[src/rtl/lbi_pkg.sv]
// ----------------------------------------------------------------------------
// lbi_pkg
// Shared constants and types of the lane bit insertion index block.
// ----------------------------------------------------------------------------
package lbi_pkg;

  localparam int unsigned DataW   = 32;
  localparam int unsigned PosW    = 6;
  localparam int unsigned SrcW    = 5;
  localparam int unsigned CfgIdxW = 2;

  // configuration register indexes
  localparam logic [CfgIdxW-1:0] CFG_HIGH_LANE_MASK = 2'd0;
  localparam logic [CfgIdxW-1:0] CFG_LOW_LANE_POS   = 2'd1;
  localparam logic [CfgIdxW-1:0] CFG_VAR_LANE_POS   = 2'd2;
  localparam logic [CfgIdxW-1:0] CFG_INDEX_BITS     = 2'd3;

  // raw configuration registers
  typedef struct packed {
    logic [DataW-1:0] high_lane_mask;
    logic [PosW-1:0]  low_lane_pos;
    logic [PosW-1:0]  var_lane_pos;
    logic [PosW-1:0]  index_bits;
  } lbi_cfg_t;

  // values derived from the configuration, kept in flops
  typedef struct packed {
    logic [DataW-1:0]           hi;        // forced-one positions
    logic [DataW-1:0]           free;      // deposit positions
    logic [DataW-1:0]           var_mask;  // variable lane bit, zero if none
    logic [DataW-1:0]           ord_mask;  // ordinal bits allowed to be set
    logic                       ok;        // index_bits covers the lanes
    logic [DataW-1:0][SrcW-1:0] src_idx;   // ordinal bit feeding each position
  } lbi_derived_t;

  localparam lbi_cfg_t CFG_RESET = '{
    high_lane_mask: '0,
    low_lane_pos:   '1,
    var_lane_pos:   '1,
    index_bits:     '0
  };

endpackage

[src/rtl/lane_bit_insertion_index.sv]
// ----------------------------------------------------------------------------
// lane_bit_insertion_index
// Deposits ordinal bits around reserved address lanes (high, low, variable).
// ----------------------------------------------------------------------------
// Path: input register (ord_q), then result register (addr_q), to the first result beat.
// Throughput: 1 ordinal per cycle without a variable lane, while m_axis_tready
//   is high; with one, the single result register gives two beats, one per cycle.
// Reset: asynchronous, active low; clears the pipeline and loads the
//   register reset values (no lanes, index_bits of zero).
// ----------------------------------------------------------------------------
module lane_bit_insertion_index
  import lbi_pkg::*;
#(
  parameter int unsigned ADDR_WIDTH = 32
) (
  input  logic               clk_i,
  input  logic               rst_ni,

  input  logic               cfg_we_i,
  input  logic [CfgIdxW-1:0] cfg_idx_i,
  input  logic [DataW-1:0]   cfg_wdata_i,

  input  logic               s_axis_tvalid,
  output logic               s_axis_tready,
  input  logic [DataW-1:0]   s_axis_tdata,   // [31:0] ordinal

  output logic               m_axis_tvalid,
  input  logic               m_axis_tready,
  output logic [DataW-1:0]   m_axis_tdata,   // [31:0] address
  output logic               m_axis_tlast
);

  localparam logic [DataW-1:0] WidthMask =
    DataW'((33'(1) << ADDR_WIDTH) - 33'(1));

  function automatic logic [DataW-1:0] lane_bit(input logic [PosW-1:0] pos);
    logic [DataW-1:0] r;
    r = '0;
    if (!pos[PosW-1] && (32'(pos) < ADDR_WIDTH)) begin
      r = DataW'(1) << pos[SrcW-1:0];
    end
    return r;
  endfunction

  function automatic lbi_derived_t derive(input lbi_cfg_t c);
    lbi_derived_t     d;
    logic [DataW-1:0] reserved;
    logic [PosW-1:0]  nres;
    logic [PosW-1:0]  ib;
    logic [PosW-1:0]  k;
    d.hi       = c.high_lane_mask & WidthMask;
    d.var_mask = lane_bit(c.var_lane_pos);
    reserved   = d.hi | lane_bit(c.low_lane_pos) | d.var_mask;
    d.free     = ~reserved & WidthMask;
    nres       = PosW'($countones(reserved));
    ib         = (32'(c.index_bits) > ADDR_WIDTH) ? PosW'(ADDR_WIDTH) : c.index_bits;
    d.ok       = (ib >= nres);
    k          = ib - nres;
    d.ord_mask = DataW'((33'(1) << k) - 33'(1));
    for (int b = 0; b < DataW; b++) begin
      d.src_idx[b] = SrcW'($countones(d.free & DataW'((33'(1) << b) - 33'(1))));
    end
    return d;
  endfunction

  // configuration, with derived values updated on the same edge
  lbi_cfg_t     cfg_q, cfg_d;
  lbi_derived_t dv_q;

  always_comb begin
    cfg_d = cfg_q;
    if (cfg_we_i) begin
      case (cfg_idx_i)
        CFG_HIGH_LANE_MASK: cfg_d.high_lane_mask = cfg_wdata_i;
        CFG_LOW_LANE_POS:   cfg_d.low_lane_pos   = cfg_wdata_i[PosW-1:0];
        CFG_VAR_LANE_POS:   cfg_d.var_lane_pos   = cfg_wdata_i[PosW-1:0];
        CFG_INDEX_BITS:     cfg_d.index_bits     = cfg_wdata_i[PosW-1:0];
        default: ;
      endcase
    end
  end

  always_ff @(posedge clk_i or negedge rst_ni) begin
    if (!rst_ni) begin
      cfg_q <= CFG_RESET;
      dv_q  <= derive(CFG_RESET);
    end else begin
      cfg_q <= cfg_d;
      dv_q  <= derive(cfg_d);
    end
  end

  // input register
  logic             in_valid_q;
  logic [DataW-1:0] ord_q;
  logic             item_ok, out_take, out_free, load, in_go;
  logic [DataW-1:0] calc;

  // result register
  logic             out_valid_q, out_valid_d;
  logic [DataW-1:0] addr_q, addr_d;
  logic             last_q, last_d;

  assign item_ok  = dv_q.ok && ((ord_q & ~dv_q.ord_mask) == '0);
  assign out_take = out_valid_q && m_axis_tready;
  assign out_free = !out_valid_q || (out_take && last_q);
  assign load     = in_valid_q && item_ok && out_free;
  assign in_go    = in_valid_q && (!item_ok || out_free);   // rejected beats drop
  assign s_axis_tready = !in_valid_q || in_go;

  always_comb begin
    for (int b = 0; b < DataW; b++) begin
      calc[b] = dv_q.hi[b] | (dv_q.free[b] & ord_q[dv_q.src_idx[b]]);
    end
  end

  always_comb begin
    out_valid_d = out_valid_q;
    addr_d      = addr_q;
    last_d      = last_q;
    if (load) begin
      out_valid_d = 1'b1;
      addr_d      = calc;
      last_d      = (dv_q.var_mask == '0);
    end else if (out_take && !last_q) begin
      addr_d = addr_q | dv_q.var_mask;     // second beat: variable lane set
      last_d = 1'b1;
    end else if (out_take) begin
      out_valid_d = 1'b0;
    end
  end

  always_ff @(posedge clk_i or negedge rst_ni) begin
    if (!rst_ni) begin
      in_valid_q  <= 1'b0;
      out_valid_q <= 1'b0;
      last_q      <= 1'b1;
    end else begin
      if (s_axis_tready) begin
        in_valid_q <= s_axis_tvalid;
      end
      out_valid_q <= out_valid_d;
      last_q      <= last_d;
    end
  end

  always_ff @(posedge clk_i) begin
    if (s_axis_tready && s_axis_tvalid) begin
      ord_q <= s_axis_tdata;
    end
    addr_q <= addr_d;
  end

  assign m_axis_tvalid = out_valid_q;
  assign m_axis_tdata  = addr_q;
  assign m_axis_tlast  = last_q;

endmodule

[config.mk]
export PLATFORM = sky130hd
export DESIGN_NAME = lane_bit_insertion_index
export DESIGN_NICKNAME = d
export VERILOG_FILES = /design/src/rtl/lbi_pkg.sv /design/src/rtl/lane_bit_insertion_index.sv
export SDC_FILE = /design/constraint.sdc
export NUM_CORES = 1
export LEC_CHECK = 0
export BUFFER_PORTS_ARGS = -buffer_cell sky130_fd_sc_hd__buf_2
export CAP_MARGIN = 20
export CORE_ASPECT_RATIO = 1.1
export CORE_UTILIZATION = 50
export CTS_CLUSTER_SIZE = 24
export DETAILED_ROUTE_END_ITERATION = 7
export GPL_ROUTABILITY_DRIVEN = 0
export PLACE_DENSITY = 0.78
export SLEW_MARGIN = 20
export SYNTH_ARGS = -nofsm -noshare
export SYNTH_HDL_FRONTEND = slang
export SYNTH_SLANG_ARGS = --single-unit
[constraint.sdc]
create_clock -name clk_i -period 9.7 [get_ports clk_i]
set_input_delay 1.94 -clock clk_i [delete_from_list [all_inputs] [get_ports clk_i]]
set_output_delay 1.94 -clock clk_i [all_outputs]
set_load 0.05 [all_outputs]
==> results_dict.tcl <==
set metrics [dict create \
    ys_async_sr_fraction_pct 81.9 \
    multi_input_area_um2 13800 \
    clock_sinks 353 \
    drtPass1Iterations 6 \
    worst-path-max-fanout 10 \
    synth.avg_cell_area_um2 12.4 \
    postCtsSetupRepairBufs 0 \
    route.detailed.drc 0 \
    via_count 18600 \
    clkSlewWorstSetupHoldPaths_ps 70 \
    finalHoldViolCount 0 \
    start_util_pct 50.9 \
    drv_cap 0 \
    grt_pass1_vias 19705 \
    synthesis.nets 2257 \
    path_delay_family "adder cells" \
    drt_iter0_markers 2199 \
    final-instance-count-excl-fill 2844 \
    yosysWarnings 0 \
    relSlewSlack_pct 40.8 \
    area_growth_pct 14.8 \
    drt-total-wl_um 77300 \
    ys_seq_elements 353 \
    clock-root-buffer "clkbuf_16" \
    finalCritPeriodShare_pct 97.0 \
    worstSkewPairLatency_ps 580 \
    antenna_left 0 \
    finalSetupTns_ps 0 \
    yosys.area.top_type "mux4_2" \
    cp_common_cell "fa_1" \
    core_area_um2 48100 \
    htreeDepth 2 \
    netlist_area_um2 24500 \
    row_count 84 \
    critPathKind "in2reg" \
    synth_area_leaders "mux4_2 21%, dfrtp_1 17%, dfstp_2 13%" \
    layout-drive-gt1-share_pct 35.0 \
    min_period_ps 9400 \
    cts_buffer_depth 3 \
    synth_top_area_share_pct 21.3 \
    ioPinCount 106 \
    antenna_found_initial 1 \
    hold_class "reg2reg" \
    worst_pin_slew_ps 887 \
    port_buffers 105 \
    register_area_um2 9310 \
    cp.arrival_ps 9850 \
    placed_cells 2771 \
    grt_max_degree 160 \
    cp.buffers_inverters 8 \
    synth_cells 1976 \
    cp.required_ps 10140 \
    viasPerCell 6.54 \
    crit_path_end_kind "flop" \
    cpPeakStageDelay_ps 550 \
    clock_skew_ps 36.9 \
    synth_edf_count 64 \
    cts_tree "yes" \
    post-route-util_pct 58.4 \
    grt.total_usage_pct 31.9 \
    outcome "complete, no violations" \
    dieArea_um2 49900 \
    nets 2448 \
    grt_pass1_wl_um 117000 \
    critPathLaunchType "input pin" \
    chipWidth_um 213 \
    fill_cells 3710 \
    dp_hpwl_um 51100 \
    setup_viol 0 \
    routedWlPerCell_um 27.2 \
    fmax_mhz 106 \
    die_h_um 234 \
    synthFlopType "dfrtp_1" \
    maxSlewViolCount 0 \
    numCtsBuffers 38 \
    grt-ovfl-total 0 \
    yosysUniqueCellTypes 57 \
    rsz0062_at_grt "false" \
    slowest_stage "fa_1" \
    yosysSeqAreaShare_pct 38.0 \
]
[metrics by stage]
step / hold slack, ps / area (µm²) / setup WS, ps
3_5_place_dp: 481 / 26800 / -263
3_3_place_gp: 476 / 26800 / -111
2_1_floorplan: 465 / 24600 / 7.47
6_report: 494 / 28100 / 295
4_1_cts: 495 / 28100 / 281
5_1_grt: 511 / 28100 / 37.4
[path summary, 6_finish.rpt]
path	start	to	slack (ps)	cells after the start
max in group asynchronous	rst_ni	dv_q[146]$_DFF_PN0_	7260	2
worst max-delay path	cfg_idx_i[1]	dv_q[185]$_DFF_PN0_	300	31
worst min-delay path	cfg_q[2]$_DFF_PN0_	cfg_q[2]$_DFF_PN0_	490	1
worst min register to register	cfg_q[2]$_DFF_PN0_	cfg_q[2]$_DFF_PN0_	490	1
min in group asynchronous	rst_ni	dv_q[175]$_DFF_PN0_	1240	1
worst max register to register	cfg_q[13]$_DFF_PN1_	dv_q[185]$_DFF_PN0_	1770	28
[cell families after synthesis]
logic type	after synthesis	share of synthesized area [%]
mux	334	25.6
buf+inv	387	6.01
compound gates	216	6.08
simple gates	400	8.09
fa+ha+maj	210	13.5
xor+xnor	76	2.75
flops	353	38.0
[flip-flops by register name (all words and copies together), names as in the netlist]
| signal | cells |
|---|---|
| m_axis_tdata | 32 |
| dv_q | 236 |
| ord_q | 32 |
| in_valid_q | 1 |
| m_axis_tlast | 1 |
| m_axis_tvalid | 1 |
| cfg_q | 50 |
[cell type report]
type,count,share of cell area (%)
Timing Repair Buffer,293,7.17
Antenna cell,2,0.0178
Multi-Input combinational cell,1236,49.1
Inverter,245,3.27
Clock inverter,19,0.712
Tap cell,645,2.87
Clock buffer,51,3.77
Sequential cell,353,33.1
[synthesized netlist by cell type, types with 51 or more instances]
cell type	count
mux4_2	232
xnor2_1	51
nor2_1	103
ha_1	120
fa_1	90
nand2_1	83
a21oi_1	86
dfrtp_1	164
edfxtp_1	64
clkbuf_1	127
dfstp_2	125
mux2i_1	83
inv_1	242
[layout by cell type, fill, tap and decap left out, drive strengths merged, types with 6 or more instances in the layout]
cell type  instances
clkbuf            51
buf              293
edfxtp            64
mux2i             83
a211oi             6
a311oi            24
o21ai             36
o2111ai            6
nand2b            20
fa                90
nand2             83
nor2b             44
xor2              24
nand3b            26
inv              247
and3              15
mux2              19
nand3             37
mux4             232
nor3              49
ha               120
nor2             104
nor4              10
xnor2             52
clkinv            11
a21o              35
dfrtp            164
dfstp            125
a21oi             86
[what timing repair did]
| item | in CTS | in global routing |
|---|---|---|
| gates resized for setup | 0 | 5 |
| hold buffers | 0 | 0 |
| endpoints found under the setup margin | 0 | 12 |
[layer usage]
| metal | share of wire, % | vias to the layer above | global-route usage (%) |
|---|---|---|---|
| li1 | - | 7463 | - |
| met1 | 33 | 9212 | 38.2 |
| met2 | 47 | 1481 | 51.0 |
| met3 | 13 | 444 | 9.09 |
| met4 | 7.3 | 0 | 20.0 |
| met5 | 0 | - | 0 |
Power is left out: the tool's default activity adds up to more than one toggle a clock period on the data nets, which glitch-free logic cannot reach.
